$ cat config.mk
export PLATFORM = sky130hd
export DESIGN_NAME = remote_link_frame_receiver
export DESIGN_NICKNAME = d
export VERILOG_FILES = /design/src/rtl/rlfr_pkg.sv /design/src/rtl/remote_link_frame_receiver.sv /design/src/rtl/rlfr_front.sv /design/src/rtl/rlfr_cmd_queue.sv /design/src/rtl/rlfr_back.sv
export VERILOG_INCLUDE_DIRS = /design/src /design/src/rtl
export SDC_FILE = /design/constraint.sdc
export NUM_CORES = 1
export LEC_CHECK = 0
export BUFFER_PORTS_ARGS = -buffer_cell sky130_fd_sc_hd__buf_2
export CAP_MARGIN = 20
export CELL_PAD_IN_SITES_DETAIL_PLACEMENT = 1
export CELL_PAD_IN_SITES_GLOBAL_PLACEMENT = 2
export CORE_ASPECT_RATIO = 0.8
export CORE_MARGIN = 8
export CORE_UTILIZATION = 38
export DETAILED_ROUTE_END_ITERATION = 12
export GPL_TIMING_DRIVEN = 0
export PLACE_DENSITY = 0.78
export SETUP_SLACK_MARGIN = 0.1
export SLEW_MARGIN = 20
export SYNTH_ARGS = -nofsm -noshare
export SYNTH_HDL_FRONTEND = slang
export SYNTH_HIERARCHICAL = 1
export SYNTH_SLANG_ARGS = --single-unit
export TNS_END_PERCENT = 30
$ cat constraint.sdc
create_clock -name clk -period 4.2 [get_ports clk]
set_input_delay 0.42 -clock clk [delete_from_list [all_inputs] [get_ports clk]]
set_output_delay 0.42 -clock clk [all_outputs]
set_load 0.03 [all_outputs]
$ cat src/rtl/remote_link_frame_receiver_defines.svh
// ----------------------------------------------------------------------------
// remote link frame receiver assertion macros
// shared concurrent assertion forms, clocked on clk, held off during reset
// ----------------------------------------------------------------------------
`ifndef REMOTE_LINK_FRAME_RECEIVER_DEFINES_SVH
`define REMOTE_LINK_FRAME_RECEIVER_DEFINES_SVH

// same-cycle implication
`define RLFR_ASSERT_NOW(label, ante, cons, msg) \
    label: assert property (@(posedge clk) disable iff (!rst_n) (ante) |-> (cons)) \
        else $error(msg);

// next-cycle implication
`define RLFR_ASSERT_NEXT(label, ante, cons, msg) \
    label: assert property (@(posedge clk) disable iff (!rst_n) (ante) |=> (cons)) \
        else $error(msg);

`endif

$ cat src/rtl/rlfr_pkg.sv
// ----------------------------------------------------------------------------
// rlfr_pkg
// types and constants shared by the remote link frame receiver modules
// ----------------------------------------------------------------------------
package rlfr_pkg;

    // framing and request codes
    localparam logic [7:0]  MARK_BYTE     = 8'hFF;
    localparam logic [7:0]  REQ_LEFT      = 8'hBB;
    localparam logic [7:0]  REQ_RIGHT     = 8'hCC;
    localparam logic [7:0]  STOP_HDR      = 8'hAA;
    localparam logic [7:0]  NO_BYTE       = 8'h00;
    localparam logic [7:0]  CENTRE        = 8'd127;
    localparam logic [1:0]  PAYLOAD_LEN   = 2'd3;
    localparam logic [15:0] TIMEOUT_RESET = 16'd180;
    localparam logic [15:0] WAIT_MAX      = 16'hFFFF;
    localparam logic [1:0]  QUEUE_DEPTH   = 2'd2;

    // link phase
    typedef enum logic [1:0] {
        LINK_IDLE  = 2'd0,
        LINK_LEFT  = 2'd1,
        LINK_RIGHT = 2'd2
    } link_state_t;

    // command kinds passed from front to back
    typedef enum logic [1:0] {
        CMD_NOP   = 2'd0,
        CMD_FRAME = 2'd1,
        CMD_TICK  = 2'd2
    } cmd_kind_t;

    typedef struct packed {
        logic       mode;
        logic [7:0] rx_byte;
    } in_item_t;

    typedef struct packed {
        logic       tx_valid;
        logic [7:0] tx_byte;
        logic [7:0] left_y;
        logic [7:0] left_x;
        logic [7:0] right_y;
        logic [7:0] right_x;
        logic [1:0] link_phase;
        logic [1:0] stop_phase;
        logic       start_seen;
    } out_item_t;

    typedef struct packed {
        cmd_kind_t  kind;
        logic [7:0] hdr;
        logic [7:0] p1;
        logic [7:0] p2;
    } cmd_t;

endpackage

$ cat src/rtl/remote_link_frame_receiver.sv
// ----------------------------------------------------------------------------
// remote_link_frame_receiver
// polled joystick link: deframes answer bytes, issues poll requests on ticks
// ----------------------------------------------------------------------------
// Up to one beat is accepted every clock cycle while full is low, and each
// beat gives exactly one result beat; an accepted beat is registered into
// the two-entry command queue between deframer and link engine, and its
// result is registered from there into the engine's two-entry result queue,
// from which it is popped. full rises only when both queues are backed up
// by a stalled pop. The configuration channel is always ready and writes
// the 16-bit answer timeout in ticks.
// ----------------------------------------------------------------------------
module remote_link_frame_receiver
    import rlfr_pkg::*;
(
    input  logic        clk,
    input  logic        rst_n,
    input  logic        push,
    output logic        full,
    input  in_item_t    item,
    output logic        empty,
    input  logic        pop,
    output out_item_t   result,
    input  logic        cfg_valid,
    output logic        cfg_ready,
    input  logic [15:0] cfg_data
);

    logic    accept;
    cmd_t    front_cmd;
    cmd_t    queue_cmd;
    logic    cmd_avail;
    logic    cmd_take;

    assign accept    = push && !full;
    assign cfg_ready = 1'b1;

    // deframer
    rlfr_front u_front (
        .clk    (clk),
        .rst_n  (rst_n),
        .accept (accept),
        .item   (item),
        .cmd    (front_cmd)
    );

    // command queue
    rlfr_cmd_queue u_cmd_queue (
        .clk      (clk),
        .rst_n    (rst_n),
        .wr_en    (push),
        .wr_cmd   (front_cmd),
        .full     (full),
        .rd_take  (cmd_take),
        .rd_avail (cmd_avail),
        .rd_cmd   (queue_cmd)
    );

    // link engine
    rlfr_back u_back (
        .clk       (clk),
        .rst_n     (rst_n),
        .cfg_wr    (cfg_valid && cfg_ready),
        .cfg_data  (cfg_data),
        .cmd       (queue_cmd),
        .cmd_avail (cmd_avail),
        .cmd_take  (cmd_take),
        .empty     (empty),
        .pop       (pop),
        .result    (result)
    );

endmodule

$ cat src/rtl/rlfr_front.sv
// ----------------------------------------------------------------------------
// rlfr_front
// deframer: accepts input beats and turns each into one command
// ----------------------------------------------------------------------------
module rlfr_front
    import rlfr_pkg::*;
(
    input  logic     clk,
    input  logic     rst_n,
    input  logic     accept,
    input  in_item_t item,
    output cmd_t     cmd
);

    logic       in_frame_reg;
    logic       in_frame_next;
    logic [1:0] byte_count_reg;
    logic [1:0] byte_count_next;
    logic [7:0] payload_reg [3];
    logic       payload_wr;

    // classify the beat and update framing state
    always_comb
    begin
        in_frame_next   = in_frame_reg;
        byte_count_next = byte_count_reg;
        payload_wr      = 1'b0;
        cmd.kind        = CMD_NOP;
        cmd.hdr         = payload_reg[0];
        cmd.p1          = payload_reg[1];
        cmd.p2          = payload_reg[2];
        if (item.mode)
        begin
            cmd.kind = CMD_TICK;
        end
        else if (!in_frame_reg)
        begin
            if (item.rx_byte == MARK_BYTE)
            begin
                in_frame_next = 1'b1;
            end
            byte_count_next = 2'd0;
        end
        else if (byte_count_reg < PAYLOAD_LEN)
        begin
            payload_wr      = 1'b1;
            byte_count_next = byte_count_reg + 2'd1;
        end
        else if (item.rx_byte == MARK_BYTE)
        begin
            in_frame_next   = 1'b0;
            byte_count_next = 2'd0;
            cmd.kind        = CMD_FRAME;
        end
    end

    // framing control
    always_ff @(posedge clk or negedge rst_n)
    begin
        if (!rst_n)
        begin
            in_frame_reg   <= 1'b0;
            byte_count_reg <= 2'd0;
        end
        else if (accept)
        begin
            in_frame_reg   <= in_frame_next;
            byte_count_reg <= byte_count_next;
        end
    end

    // payload capture
    always_ff @(posedge clk)
    begin
        if (accept && payload_wr)
        begin
            payload_reg[byte_count_reg] <= item.rx_byte;
        end
    end

endmodule

$ cat src/rtl/rlfr_cmd_queue.sv
// ----------------------------------------------------------------------------
// rlfr_cmd_queue
// two-entry command queue between the deframer and the link engine
// ----------------------------------------------------------------------------
module rlfr_cmd_queue
    import rlfr_pkg::*;
(
    input  logic    clk,
    input  logic    rst_n,
    input  logic    wr_en,
    input  cmd_t    wr_cmd,
    output logic    full,
    input  logic    rd_take,
    output logic    rd_avail,
    output cmd_t    rd_cmd
);

    cmd_t       mem [2];
    logic       wr_ptr_reg;
    logic       rd_ptr_reg;
    logic [1:0] count_reg;
    logic [1:0] count_next;
    logic       do_wr;
    logic       do_rd;

    assign full     = (count_reg == QUEUE_DEPTH);
    assign rd_avail = (count_reg != 2'd0);
    assign rd_cmd   = mem[rd_ptr_reg];
    assign do_wr    = wr_en && !full;
    assign do_rd    = rd_take && rd_avail;

    // occupancy
    always_comb
    begin
        count_next = count_reg;
        if (do_wr && !do_rd)
        begin
            count_next = count_reg + 2'd1;
        end
        else if (do_rd && !do_wr)
        begin
            count_next = count_reg - 2'd1;
        end
    end

    // pointers
    always_ff @(posedge clk or negedge rst_n)
    begin
        if (!rst_n)
        begin
            wr_ptr_reg <= 1'b0;
            rd_ptr_reg <= 1'b0;
            count_reg  <= 2'd0;
        end
        else
        begin
            count_reg <= count_next;
            if (do_wr)
            begin
                wr_ptr_reg <= !wr_ptr_reg;
            end
            if (do_rd)
            begin
                rd_ptr_reg <= !rd_ptr_reg;
            end
        end
    end

    // storage
    always_ff @(posedge clk)
    begin
        if (do_wr)
        begin
            mem[wr_ptr_reg] <= wr_cmd;
        end
    end

endmodule

$ cat src/rtl/rlfr_back.sv
// ----------------------------------------------------------------------------
// rlfr_back
// link engine: runs frame and tick commands, queues one result per command
// ----------------------------------------------------------------------------
module rlfr_back
    import rlfr_pkg::*;
(
    input  logic        clk,
    input  logic        rst_n,
    input  logic        cfg_wr,
    input  logic [15:0] cfg_data,
    input  cmd_t        cmd,
    input  logic        cmd_avail,
    output logic        cmd_take,
    output logic        empty,
    input  logic        pop,
    output out_item_t   result
);

    `include "remote_link_frame_receiver_defines.svh"

    logic [15:0] timeout_reg;
    link_state_t link_reg;
    link_state_t link_next;
    logic [15:0] left_wait_reg;
    logic [15:0] left_wait_next;
    logic [15:0] right_wait_reg;
    logic [15:0] right_wait_next;
    logic [7:0]  left_y_reg;
    logic [7:0]  left_y_next;
    logic [7:0]  left_x_reg;
    logic [7:0]  left_x_next;
    logic [7:0]  right_y_reg;
    logic [7:0]  right_y_next;
    logic [7:0]  right_x_reg;
    logic [7:0]  right_x_next;
    logic [1:0]  stop_reg;
    logic [1:0]  stop_next;
    logic        start_reg;
    logic        start_next;
    logic        tx_valid;
    logic [7:0]  tx_byte;
    logic        recentre;
    out_item_t   res_item;

    out_item_t   res_mem [2];
    logic        res_wr_ptr_reg;
    logic        res_rd_ptr_reg;
    logic [1:0]  res_count_reg;
    logic        pop_fire;
    logic        res_space;
    logic        take;

    // result queue handshake
    assign empty     = (res_count_reg == 2'd0);
    assign pop_fire  = pop && !empty;
    assign res_space = (res_count_reg != QUEUE_DEPTH) || pop_fire;
    assign take      = cmd_avail && res_space;
    assign cmd_take  = take;
    assign result    = res_mem[res_rd_ptr_reg];

    // command execution
    always_comb
    begin
        link_next       = link_reg;
        left_wait_next  = left_wait_reg;
        right_wait_next = right_wait_reg;
        left_y_next     = left_y_reg;
        left_x_next     = left_x_reg;
        right_y_next    = right_y_reg;
        right_x_next    = right_x_reg;
        stop_next       = stop_reg;
        start_next      = start_reg;
        tx_valid        = 1'b0;
        tx_byte         = NO_BYTE;
        recentre        = 1'b0;
        unique case (cmd.kind)
            CMD_FRAME:
            begin
                if (cmd.hdr == REQ_LEFT)
                begin
                    if (link_reg == LINK_LEFT)
                    begin
                        left_y_next = cmd.p1;
                        left_x_next = cmd.p2;
                        link_next   = LINK_RIGHT;
                        tx_valid    = 1'b1;
                        tx_byte     = REQ_RIGHT;
                    end
                end
                else if (cmd.hdr == REQ_RIGHT)
                begin
                    if (link_reg == LINK_RIGHT)
                    begin
                        right_y_next = cmd.p1;
                        right_x_next = cmd.p2;
                        link_next    = LINK_IDLE;
                    end
                end
                else
                begin
                    recentre  = 1'b1;
                    link_next = LINK_IDLE;
                    if (cmd.hdr == STOP_HDR)
                    begin
                        stop_next  = stop_reg + 2'd1;
                        start_next = 1'b1;
                    end
                end
            end
            CMD_TICK:
            begin
                if (stop_reg == 2'd0)
                begin
                    // an idle link gets a left request first
                    if (link_reg == LINK_IDLE)
                    begin
                        link_next = LINK_LEFT;
                        tx_valid  = 1'b1;
                        tx_byte   = REQ_LEFT;
                    end
                    unique case (link_next)
                        LINK_LEFT:
                        begin
                            if (left_wait_reg != WAIT_MAX)
                            begin
                                left_wait_next = left_wait_reg + 16'd1;
                            end
                            right_wait_next = 16'd0;
                        end
                        LINK_RIGHT:
                        begin
                            left_wait_next = 16'd0;
                            if (right_wait_reg != WAIT_MAX)
                            begin
                                right_wait_next = right_wait_reg + 16'd1;
                            end
                        end
                        default:
                        begin
                            left_wait_next  = 16'd0;
                            right_wait_next = 16'd0;
                        end
                    endcase
                    // answer timeout
                    if (left_wait_next >= timeout_reg || right_wait_next >= timeout_reg)
                    begin
                        recentre        = 1'b1;
                        link_next       = LINK_IDLE;
                        left_wait_next  = 16'd0;
                        right_wait_next = 16'd0;
                    end
                end
            end
            default:
            begin
            end
        endcase
        if (recentre)
        begin
            left_y_next  = CENTRE;
            left_x_next  = CENTRE;
            right_y_next = CENTRE;
            right_x_next = CENTRE;
        end
        res_item.tx_valid   = tx_valid;
        res_item.tx_byte    = tx_byte;
        res_item.left_y     = left_y_next;
        res_item.left_x     = left_x_next;
        res_item.right_y    = right_y_next;
        res_item.right_x    = right_x_next;
        res_item.link_phase = link_next;
        res_item.stop_phase = stop_next;
        res_item.start_seen = start_next;
    end

    // link state
    always_ff @(posedge clk or negedge rst_n)
    begin
        if (!rst_n)
        begin
            link_reg       <= LINK_IDLE;
            left_wait_reg  <= 16'd0;
            right_wait_reg <= 16'd0;
            left_y_reg     <= CENTRE;
            left_x_reg     <= CENTRE;
            right_y_reg    <= CENTRE;
            right_x_reg    <= CENTRE;
            stop_reg       <= 2'd0;
            start_reg      <= 1'b0;
        end
        else if (take)
        begin
            link_reg       <= link_next;
            left_wait_reg  <= left_wait_next;
            right_wait_reg <= right_wait_next;
            left_y_reg     <= left_y_next;
            left_x_reg     <= left_x_next;
            right_y_reg    <= right_y_next;
            right_x_reg    <= right_x_next;
            stop_reg       <= stop_next;
            start_reg      <= start_next;
        end
    end

    // timeout register
    always_ff @(posedge clk or negedge rst_n)
    begin
        if (!rst_n)
        begin
            timeout_reg <= TIMEOUT_RESET;
        end
        else if (cfg_wr)
        begin
            timeout_reg <= cfg_data;
        end
    end

    // result queue pointers
    always_ff @(posedge clk or negedge rst_n)
    begin
        if (!rst_n)
        begin
            res_wr_ptr_reg <= 1'b0;
            res_rd_ptr_reg <= 1'b0;
            res_count_reg  <= 2'd0;
        end
        else
        begin
            if (take)
            begin
                res_wr_ptr_reg <= !res_wr_ptr_reg;
            end
            if (pop_fire)
            begin
                res_rd_ptr_reg <= !res_rd_ptr_reg;
            end
            if (take && !pop_fire)
            begin
                res_count_reg <= res_count_reg + 2'd1;
            end
            else if (pop_fire && !take)
            begin
                res_count_reg <= res_count_reg - 2'd1;
            end
        end
    end

    // result storage
    always_ff @(posedge clk)
    begin
        if (take)
        begin
            res_mem[res_wr_ptr_reg] <= res_item;
        end
    end

    // checks
    `RLFR_ASSERT_NOW(a_tx_code, take && tx_valid,
        tx_byte == REQ_LEFT || tx_byte == REQ_RIGHT, "bad request code")
    `RLFR_ASSERT_NEXT(a_stop_hold, take && cmd.kind == CMD_TICK && stop_reg != 2'd0,
        $stable(link_reg) && $stable(left_wait_reg), "tick moved suspended link")
    `RLFR_ASSERT_NOW(a_one_wait, 1'b1,
        left_wait_reg == 16'd0 || right_wait_reg == 16'd0, "both wait counters running")
    `RLFR_ASSERT_NOW(a_res_bound, 1'b1, res_count_reg <= QUEUE_DEPTH, "result queue overflow")

endmodule

Word-level counts from Yosys, hierarchy flattened
Memory sizes are Yosys's and may differ from the RTL's.
Cells that the tools add are included.
- add/subtract/negate cells: 8
- magnitude comparators: 3
- equality and inequality tests: 15
- muxes and demuxes: 85
- bitwise logic cells: 1
- reduce and logical (&&, ||, !) cells: 30
- operators with widths (cell ; count):
    $mux 8 ; 22
    $mux 16 ; 10
    $mux 2 ; 23
    $add 16x1->16 const B ; 2
    $eq 8x8->1 const B ; 4
    $ge 16x16->1 ; 2
    $ne 16x16->1 const B ; 2
    $mux 1 ; 26
    $pmux 8 s2 ; 1
    $logic_not 1->1 ; 10
    $logic_and 1x1->1 ; 9
    $add 2x1->2 const B ; 4
    $eq 2x2->1 const B ; 4
    $eq 2x1->1 const B ; 3
    $logic_not 2->1 ; 3
    $reduce_and 3->1 ; 2
    $reduce_bool 2->1 ; 3
    $pmux 1 s2 ; 2
    $pmux 2 s2 ; 1
    $sub 2x1->2 const B ; 2
    $ne 3x3->1 const B ; 1
    $logic_or 1x1->1 ; 2
    $lt 2x2->1 const B ; 1
    $ne 2x2->1 const B ; 1
    other kinds (2) ; 2
- flip-flop bits (word level): 96
- memory bits (writable): 168
- bits of input ports: 30
- memories kept: 3
- memories (name ; words ; width ; rd ports ; clocked after Yosys merged registers in ; write ports ; line ; source):
    u_back.res_mem ; 2 ; 46 ; 1 ; 0 ; 1 ; rlfr_back.sv:46 ; out_item_t res_mem [2];
    u_cmd_queue.mem ; 2 ; 26 ; 1 ; 0 ; 1 ; rlfr_cmd_queue.sv:18 ; cmd_t mem [2];
    u_front.payload_reg ; 3 ; 8 ; 3 ; 0 ; 1 ; rlfr_front.sv:19 ; logic [7:0] payload_reg [3];

Depth between registers and ports, before layout
Gate-level depths: netlist of the first run.
- depth after elaboration: 14
- gate-level depth with buffers: 18
- mapped depth without buffers: 16

Hierarchy
The synthesis of the first run kept the hierarchy.
- modules (own cells, without submodules) (module ; times used ; cells each ; area each (um^2) ; seq. area each (um^2)):
    rlfr_back ; 1 ; 851 ; 8988.6 ; 4669.5
    rlfr_cmd_queue ; 1 ; 100 ; 2177.1 ; 1661.6
    rlfr_front ; 1 ; 53 ; 1002.2 ; 795.8
    remote_link_frame_receiver ; 1 ; 3 ; 25.0 ; 0.0

Worst setup path before layout of the first run
OpenSTA, ideal clock, no wires.
- path type: reg-to-reg
- start: register u_back.left_wait_reg[3]
- end: memory u_back/res_mem[0][12] in the netlist's numbering, data pin
- setup time: 269 ps
- arrival time: 3885 ps
- data required time: 3931 ps
- path slack: 47 ps
- cell stages (with the launch flop): 19
- path buffers: 3
- path through: dfrtp_1 -> clkbuf_2 -> nand4_2 -> or4_4 -> or3_1 -> buf_6 -> and2_4 -> nand2_1 -> xor2_1 -> nor2_1 -> ha_1 -> nand2_1 -> nor3_1 -> a21oi_1 -> o31ai_1 -> o21bai_1 -> o21a_1 -> clkbuf_1 -> a21boi_0
- cells in the longest elaborated chain, start to end: 11
- elaborated cells on any way between the ends: 12
- ends and longest elaborated chain (element ; line ; source):
    start, declared ; rlfr_back.sv:25 ; logic [15:0] left_wait_reg;
    start signal, assigned ; rlfr_back.sv:195 ; left_wait_reg <= left_wait_next;
    $add 16x1->16 / $ne 16x16->1 (equally long branches) ; rlfr_back.sv:127, rlfr_back.sv:125 ;
    $mux 16 (*) ; rlfr_back.sv:125 ; if (left_wait_reg != WAIT_MAX)
    $mux 16 (*) ; rlfr_back.sv:122 ; unique case (link_next)
    $mux 16 (*) ; rlfr_back.sv:113 ; if (stop_reg == 2'd0)
    $mux 16 (*) ; rlfr_back.sv:77 ; unique case (cmd.kind)
    $ge 16x16->1 (*) ; rlfr_back.sv:146 ; if (left_wait_next >= timeout_reg || right_wait_next >= timeout_reg)
    $logic_or 1x1->1 (*) ; rlfr_back.sv:146 ;
    $mux 1 (*) ; rlfr_back.sv:146 ;
    $mux 1 (*) ; rlfr_back.sv:113 ;
    $pmux 1 s2 (*) ; rlfr_back.sv:77 ;
    $mux 8 (*) ; rlfr_back.sv:159 ; if (recentre)
    net u_back.right_x_next[7] ; rlfr_back.sv:36 ; logic [7:0] right_x_next;
    end, declared ; rlfr_back.sv:46 ;
Mark *: on every way through the listed nets, which the timed path passes. The rest lies on a longest branch. The select of a mux whose other input is x is not followed.

Worst setup path in the final report of the first run
- start: register u_back.left_wait_reg[4]
- end: memory u_back/res_mem[0][12] in the netlist's numbering, data pin
Same word-level chain as after synthesis.

==> results of run 1 <==
[cell type report]
cell class,count,area (sq um)
buffer,50,373
clock buffer,37,785
clock inverter,13,104
fill,3304,16200
inverter,41,154
multi-input combinational,663,5250
sequential,252,7140
tap,420,526
timing repair buffer,135,925
[synth_stat cells (18+ instances only)]
| cell | count | area share [%] |
|---|---|---|
| edfxtp_1 | 156 | 38 |
| nor2_1 | 93 | 2.9 |
| nand2_1 | 92 | 2.8 |
| dfrtp_1 | 64 | 13 |
| o21ai_0 | 59 | 2.4 |
| mux2_2 | 49 | 4.5 |
| ha_1 | 44 | 4.5 |
| inv_1 | 41 | 1.3 |
| a21oi_1 | 35 | 1.4 |
| nand3_1 | 35 | 1.4 |
| dfstp_2 | 32 | 6.9 |
| clkbuf_1 | 27 | 0.83 |
| a22o_1 | 19 | 1.4 |
| mux2_4 | 19 | 2.3 |
| o22ai_1 | 18 | 0.92 |
[critical path, stage by stage (launching register included)]
cell and delay, ns:
dfrtp_2 0.44, nand4_4 0.14, or4_4 0.54, buf_6 0.14, o31ai_4 0.34, buf_4 0.18, nor3_1 0.05, nor2_1 0.14
nor2_1 0.06, ha_1 0.33, nand2_1 0.11, nor3_2 0.19, a21oi_2 0.09, o31ai_4 0.22, buf_12 0.16, o21bai_4 0.07
o21a_4 0.20, clkbuf_16 0.19, a21boi_4 0.14
[how the worst max path moves through the flow]
| stage | endpoint | cells past startpoint |
|---|---|---|
| 6_report | u_back/res_mem[0][12]$_DFFE_PP_ | 18 |
| 5_1_grt | u_back/res_mem[1][6]$_DFFE_PP_ | 19 |
| 4_1_cts | u_back/res_mem[0][4]$_DFFE_PP_ | 18 |
| 3_5_place_dp | u_back/res_mem[0][33]$_DFFE_PP_ | 16 |
| 3_3_place_gp | u_back/res_mem[0][31]$_DFFE_PP_ | 17 |
| 2_1_floorplan | u_back/res_mem[0][12]$_DFFE_PP_ | 16 |
[what timing repair did]
item,4_1_cts,5_1_grt
gates resized for setup,89,88
hold endpoints to repair,25,0
setup buffers,17,34
gates cloned,3,0
setup endpoints to repair,134,133
hold buffers,1,0
pin swaps,14,31
[kinds of logic (layout without fill, tap and decap cells)]
| logic type | count (synthesis) | after routing |
|---|---|---|
| muxes | 74 | 74 |
| buffers and inverters | 92 | 276 |
| xor gates and xnor gates | 25 | 25 |
| and+or+nand+nor | 306 | 306 |
| DFF | 252 | 252 |
| other | 1 | 1 |
| AOI/OAI and AO/OA | 213 | 213 |
| adders and majority gates | 44 | 44 |
[metal layers]
| layer | routed length, microns | part of all wire [%] |
|---|---|---|
| met2 | 14700 | 44 |
| met1 | 16200 | 49 |
| met5 | 0 | 0 |
| met4 | 587 | 1.8 |
| met3 | 1660 | 5.0 |
[layout by cell type (no fill, tap or decap), drive strengths merged, types with 16 or more instances in the layout]
cell    count
nor2       93
inv        42
o21ai      60
a21oi      36
o22ai      18
ha         44
a22o       19
edfxtp    156
dfrtp      64
nor3       16
nand2      93
nand3      36
clkbuf     60
dfstp      32
buf       161
mux2       69
[power by group]
group / leakage [nW] / internal [mW] / switching, mW
Combinational: 3.05 / 1.49 / 2.42
Clock: 0.436 / 1.37 / 0.983
Sequential: 2.55 / 3.59 / 0.253
[stage by stage]
step	TNS, ns	utilization [%]	cells	worst slack [ns]	total power, mW
floorplan	0	-	1007	0.243	6.33
global placement	-101.23	41.6	1504	-1.04	7.29
detailed placement	-102.96	41.9	1508	-1.04	7.49
CTS	0	46.4	1577	0.0370	10.1
global route	0	48.4	1611	0.0193	10.6
finish	0	48.4	1611	0.207	10.1
==> results.sh, run 1 <==
export IMPL_worstSetupEndpointType="flip-flop"
export IMPL_routed_via_density=5.36
export IMPL_cts_buffers=27
export IMPL_outcome="finished clean"
export IMPL_synth_seq_area_share_pct=58.5
export IMPL_routabilityCongestion=0.788
export IMPL_hold_viol_final=0
export IMPL_synth_top_family_by_area="simple AND/OR/NAND/NOR gates"
export IMPL_drv_cap=0
export IMPL_crit_type="flip-flop to flip-flop"
export IMPL_syn_area_sq_um=12200
export IMPL_worst_ep_required_time_ns=4.48
export IMPL_htree_num_levels=1
export IMPL_tightest_slew_ns=0.946
export IMPL_clock_tree_buffer_depth=3
export IMPL_synth_simple_area_share_pct=12.2
export IMPL_ys_flop_type="edfxtp_1"
export IMPL_r2r_setup_slack_ns=0.21
export IMPL_hold_depth=3
export IMPL_io_buffers=77
export IMPL_wl_per_cell_microns=20.6
export IMPL_synthCells=1007
export IMPL_arrival_ns=4.27
export IMPL_core_sq_um=31500
export IMPL_rsz0062_at_grt="true"
export IMPL_grtUsageMet3_pct=3.27
export IMPL_overflow=0
export IMPL_setup_violations=0
export IMPL_cts_root_buf="clkbuf_16"
export IMPL_postSynthNetCount=1081
export IMPL_first_iter_violations=550
export IMPL_syn2layout_area_growth_pct=25.1
export IMPL_reg2reg_from="u_back/left_wait_reg[4]$_DFFE_PN0P_"
export IMPL_cts_tree="yes"
export IMPL_num_nets_final=1244
export IMPL_worstHoldPathType="primary input to flip-flop"
export IMPL_critPathLaunch="u_back/left_wait_reg[4]$_DFFE_PN0P_"
export IMPL_ios=79
export IMPL_drt_pass1_iterations=5
export IMPL_initial_utilization_pct=38.7
export IMPL_irDropWorstVdd_v=0.000335
export IMPL_async_reset_ff_share_pct=38.1
export IMPL_yosys_area_share_adder_pct=4.52
export IMPL_clock_latency_ns=0.54
export IMPL_via_count=8635
export IMPL_routed_wl_microns=33200
export IMPL_synth_cell_type_count=78
export IMPL_power_density_nw_per_um2=663
export IMPL_largest_register_ff_count=80
export IMPL_ys_seq_elements=252
export IMPL_reg2reg_depth=18
export IMPL_p_leak_nw=6.04
export IMPL_dieArea_sq_um=38100
export IMPL_die_w_microns=216
export IMPL_reg2reg_to="u_back/res_mem[0][12]$_DFFE_PP_"
export IMPL_finalCritPeriodShare_pct=95.1
export IMPL_slew_headroom_pct=36.7
export IMPL_drv_slew=0
export IMPL_drive_above_1_share_pct=36.2
export IMPL_grt_use_total_pct=16.8
export IMPL_timing_hold_ws_ns=0.0903
export IMPL_synth_edff_count=156
export IMPL_stdcell_area_sq_um=15300
export IMPL_min_delay_start="cfg_data[5]"
export IMPL_grt_use_met1_pct=24.4
export IMPL_dp_hpwl_microns=23000
export IMPL_diodes=0
export IMPL_muxShareOfSynthArea_pct=7.37
export IMPL_hold_end="u_back/timeout_reg[5]$_DFFE_PN1P_"
export IMPL_worst_setup_path_start_kind="flip-flop"
export IMPL_clk_pin_slew_ns=0.06
export IMPL_min_period_ns=3.99
export IMPL_grtUsageMet2_pct=25.6
export IMPL_top_usage_layer="met2"
export IMPL_ant_nets=0
export IMPL_grt_pass1_wl_microns=51000
export IMPL_synth_xor_area_share_pct=1.80
export IMPL_clock_sinks=252
export IMPL_synth_compound_area_share_pct=12.1
export IMPL_avgSynthCellArea_sq_um=12.1
export IMPL_grt_max_degree=69
export IMPL_grt_pass1_vias=8791
export IMPL_num_rows=58
export IMPL_max_clock_freq_mhz=250
export IMPL_antenna_found_initial=0
export IMPL_yosys_warnings=6
export IMPL_placed_area_sq_um=13200
export IMPL_finClkSkew_ns=0.0146
export IMPL_die_h_microns=176
export IMPL_drc=0
export IMPL_critPathMaxFanout=8
Power figures use the tool's default switching activity.
==> run 2: changes to the inputs <==
--- a/config.mk
+++ b/config.mk
@@ -6,13 +6,14 @@
 export SDC_FILE = /design/constraint.sdc
 export NUM_CORES = 1
 export LEC_CHECK = 0
+export ABC_AREA = 1
 export BUFFER_PORTS_ARGS = -buffer_cell sky130_fd_sc_hd__buf_2
 export CAP_MARGIN = 20
 export CELL_PAD_IN_SITES_DETAIL_PLACEMENT = 1
 export CELL_PAD_IN_SITES_GLOBAL_PLACEMENT = 2
 export CORE_ASPECT_RATIO = 0.8
 export CORE_MARGIN = 8
-export CORE_UTILIZATION = 38
+export CORE_UTILIZATION = 35
 export DETAILED_ROUTE_END_ITERATION = 12
 export GPL_TIMING_DRIVEN = 0
 export PLACE_DENSITY = 0.78
==> run 2 against run 1 <==
Against the previous run:
- synthesized cell count increased by 31%
- via count up 5.7%
- routed wire length down 0.24%
- critical endpoint is now u_back/res_mem[0][13]$_DFFE_PP_
- sequential share of layout area increased by 2.6 points
- power is 17% higher
- core utilization down 6.7 points
==> results.sh, run 2 <==
export IMPL_synthTopCellsByCount="nand2_1, edfxtp_1, inv_1"
export IMPL_power_internal_mw=6.92
export IMPL_final_common_cell="nand2_1"
export IMPL_syn_area_sq_um=12200
export IMPL_synth_edff_count=156
export IMPL_routed_via_density=4.74
export IMPL_finClkSkew_ns=0.0106
export IMPL_initial_utilization_pct=35.3
export IMPL_grt_use_total_pct=16.1
export IMPL_io_buffers=77
export IMPL_worstHoldPathType="primary input to flip-flop"
export IMPL_power_density_nw_per_um2=821
export IMPL_hold_viol_final=0
export IMPL_max_clock_freq_mhz=267
export IMPL_drive_above_1_share_pct=16.4
export IMPL_htree_num_levels=1
export IMPL_outcome="finished clean"
export IMPL_drv_slew=0
export IMPL_mostFrequentLayoutCells="nand2_1, edfxtp_1, inv_1"
export IMPL_dieArea_sq_um=41100
export IMPL_async_reset_ff_share_pct=38.1
export IMPL_crit_type="flip-flop to flip-flop"
export IMPL_first_iter_violations=547
export IMPL_ys_top_cells_by_area="edfxtp_1, nand2_1, dfrtp_1"
export IMPL_ios=79
export IMPL_min_period_ns=3.75
export IMPL_cts_root_buf="clkbuf_16"
export IMPL_dp_hpwl_microns=24800
export IMPL_critPathMaxFanout=10
export IMPL_yosysMostFrequentCell="nand2_1"
export IMPL_clock_sinks=252
export IMPL_power_frac_comb_pct=42.1
export IMPL_irDropWorstVdd_v=0.000312
export IMPL_grt_pass1_vias=9414
export IMPL_fillers=3977
export IMPL_wl_per_cell_microns=17.2
export IMPL_reg2reg_to="u_back/res_mem[0][13]$_DFFE_PP_"
export IMPL_dp_cells=1873
export IMPL_overflow=0
export IMPL_reg2reg_depth=19
export IMPL_avgSynthCellArea_sq_um=9.27
export IMPL_ys_flop_type="edfxtp_1"
export IMPL_p_leak_nw=6.60
export IMPL_drc=0
export IMPL_fin_cells=1927
export IMPL_clk_pin_slew_ns=0.06
export IMPL_core_sq_um=34600
export IMPL_grt_max_degree=65
export IMPL_synth_top_area_share_pct=38.4
export IMPL_antenna_found_initial=0
export IMPL_drv_cap=0
export IMPL_power_total_mw=11.8
export IMPL_via_count=9130
export IMPL_worst_setup_path_start_kind="flip-flop"
export IMPL_tightest_slew_ns=0.883
export IMPL_netSwitchingPower_mw=4.91
export IMPL_arrival_ns=4.02
export IMPL_routed_wl_microns=33100
export IMPL_synth_top_area_cell="edfxtp_1"
export IMPL_worstSetupEndpointType="flip-flop"
export IMPL_pwr_share_clk_pct=22.3
export IMPL_routabilityCongestion=0.782
export IMPL_setup_violations=0
export IMPL_yosys_warnings=6
export IMPL_largest_register_ff_count=80
export IMPL_clock_latency_ns=0.54
export IMPL_swShare_pct=41.5
export IMPL_die_h_microns=183
export IMPL_postSynthNetCount=1390
export IMPL_grt_pass1_wl_microns=52900
export IMPL_rsz0062_at_grt="false"
export IMPL_synth_cell_type_count=48
export IMPL_clock_tree_buffer_depth=3
export IMPL_slew_headroom_pct=40.9
export IMPL_ant_nets=0
export IMPL_reg2reg_from="u_back/left_wait_reg[0]$_DFFE_PN0P_"
export IMPL_r2r_setup_slack_ns=0.45
export IMPL_min_delay_start="cfg_data[11]"
export IMPL_syn2layout_area_growth_pct=18.2
export IMPL_num_rows=61
export IMPL_drt_pass1_iterations=6
export IMPL_die_w_microns=225
export IMPL_finalCritPeriodShare_pct=89.3
export IMPL_cts_buffers=28
export IMPL_worst_ep_required_time_ns=4.47
export IMPL_critPathLaunch="u_back/left_wait_reg[0]$_DFFE_PN0P_"
export IMPL_num_nets_final=1507
export IMPL_ys_seq_elements=252
export IMPL_synth_seq_area_share_pct=58.4
export IMPL_hold_end="u_back/timeout_reg[11]$_DFFE_PN0P_"
export IMPL_cts_tree="yes"
export IMPL_synthCells=1316
export IMPL_hold_depth=3
export IMPL_seqPwrFrac_pct=35.6
-- run 2: changes by cell type after synthesis, sizes merged, moves of 19 or more --
cell and change:
nand2 +451, inv +100, mux2 -68, o21ai +45
nor2 -35, a22o -19
-- run 2: power groups by stage --
stage	Clock, mW	Sequential, mW	Combinational [mW]
floorplan	0	4.17	3.26
global placement	0	4.26	4.66
detailed placement	0	4.25	5.03
CTS	2.70	4.21	5.06
global route	2.80	4.29	5.56
finish	2.64	4.21	4.98
-- run 2: through the flow --
stage	cell area [sq um]	setup TNS [ns]	utilization, %	hold slack (ns)	worst slack (ns)
after floorplan	12200	0	-	0.124	1.11
after global placement	13200	-34.17	38.1	0.422	-0.576
after detailed placement	13400	0	38.7	0.341	0.361
after CTS	14400	0	41.6	0.0628	0.330
after global routing	14400	0	41.7	0.0799	0.101
final	14400	0	41.7	0.0944	0.448
-- run 2: per-layer routing --
layer  part of all wire (%)  track usage, %
met1                     52            24.1
met2                     43            24.7
met3                    3.0            2.09
met4                    2.1            3.68
met5                      0               0
-- run 2: repair_timing --
item                       4_1_cts  5_1_grt
setup endpoints to repair        0       71
setup buffers                    0        1
hold endpoints to repair        29        0
gates resized for setup          0        4
hold buffers                     1        0
-- run 2: worst max path at each step --
| stage | end | slack [ns] | cells past startpoint |
|---|---|---|---|
| 2_1_floorplan | u_back/res_mem[0][0]$_DFFE_PP_ | 1.11 | 5 |
| 3_3_place_gp | u_back/res_mem[0][12]$_DFFE_PP_ | -0.58 | 6 |
| 3_5_place_dp | u_back/res_mem[1][36]$_DFFE_PP_ | 0.36 | 18 |
| 4_1_cts | u_back/res_mem[0][36]$_DFFE_PP_ | 0.33 | 23 |
| 5_1_grt | u_back/res_mem[0][17]$_DFFE_PP_ | 0.10 | 23 |
| 6_report | u_back/res_mem[0][13]$_DFFE_PP_ | 0.45 | 19 |
-- run 2: kinds of logic (layout without fill, tap and decap cells) --
family	Yosys count	count (layout)	synth area share [%]
flip-flops	252	252	58.4
AND/OR/NAND/NOR	665	665	22.7
multiplexers	1	1	0.0923
buffers and inverters	193	331	6.81
AO/OA/AOI/OAI	142	142	6.12
XOR/XNOR	18	18	1.29
adder cells (fa/ha/maj)	44	44	4.51
other	1	2	0.0307
-- run 2: final cells by class --
type | count | area (sq um) | share of cell area, %
sequential | 252 | 7130 | 49.4
tap | 472 | 591 | 4.10
multi-input combinational | 871 | 4280 | 29.7
clock inverter | 16 | 231 | 1.61
inverter | 143 | 549 | 3.81
timing repair buffer | 87 | 601 | 4.17
buffer | 50 | 283 | 1.96
antenna | 1 | 2.50 | 0.0174
clock buffer | 35 | 758 | 5.26
-- run 2: critical path, stage by stage (launching register included) --
cell and delay [ns]:
dfrtp_1 0.38, ha_1 0.23, nand4_1 0.22, nor2_4 0.21
nand3_4 0.17, clkinv_4 0.14, nor2_1 0.07, xor2_1 0.15
nor2_2 0.21, ha_1 0.29, a21oi_1 0.13, o21a_1 0.13
nand2_1 0.07, nand2_1 0.06, nand3_1 0.17, nand3_1 0.12
nand2_1 0.12, nand2_2 0.17, buf_2 0.27, nand2_1 0.15
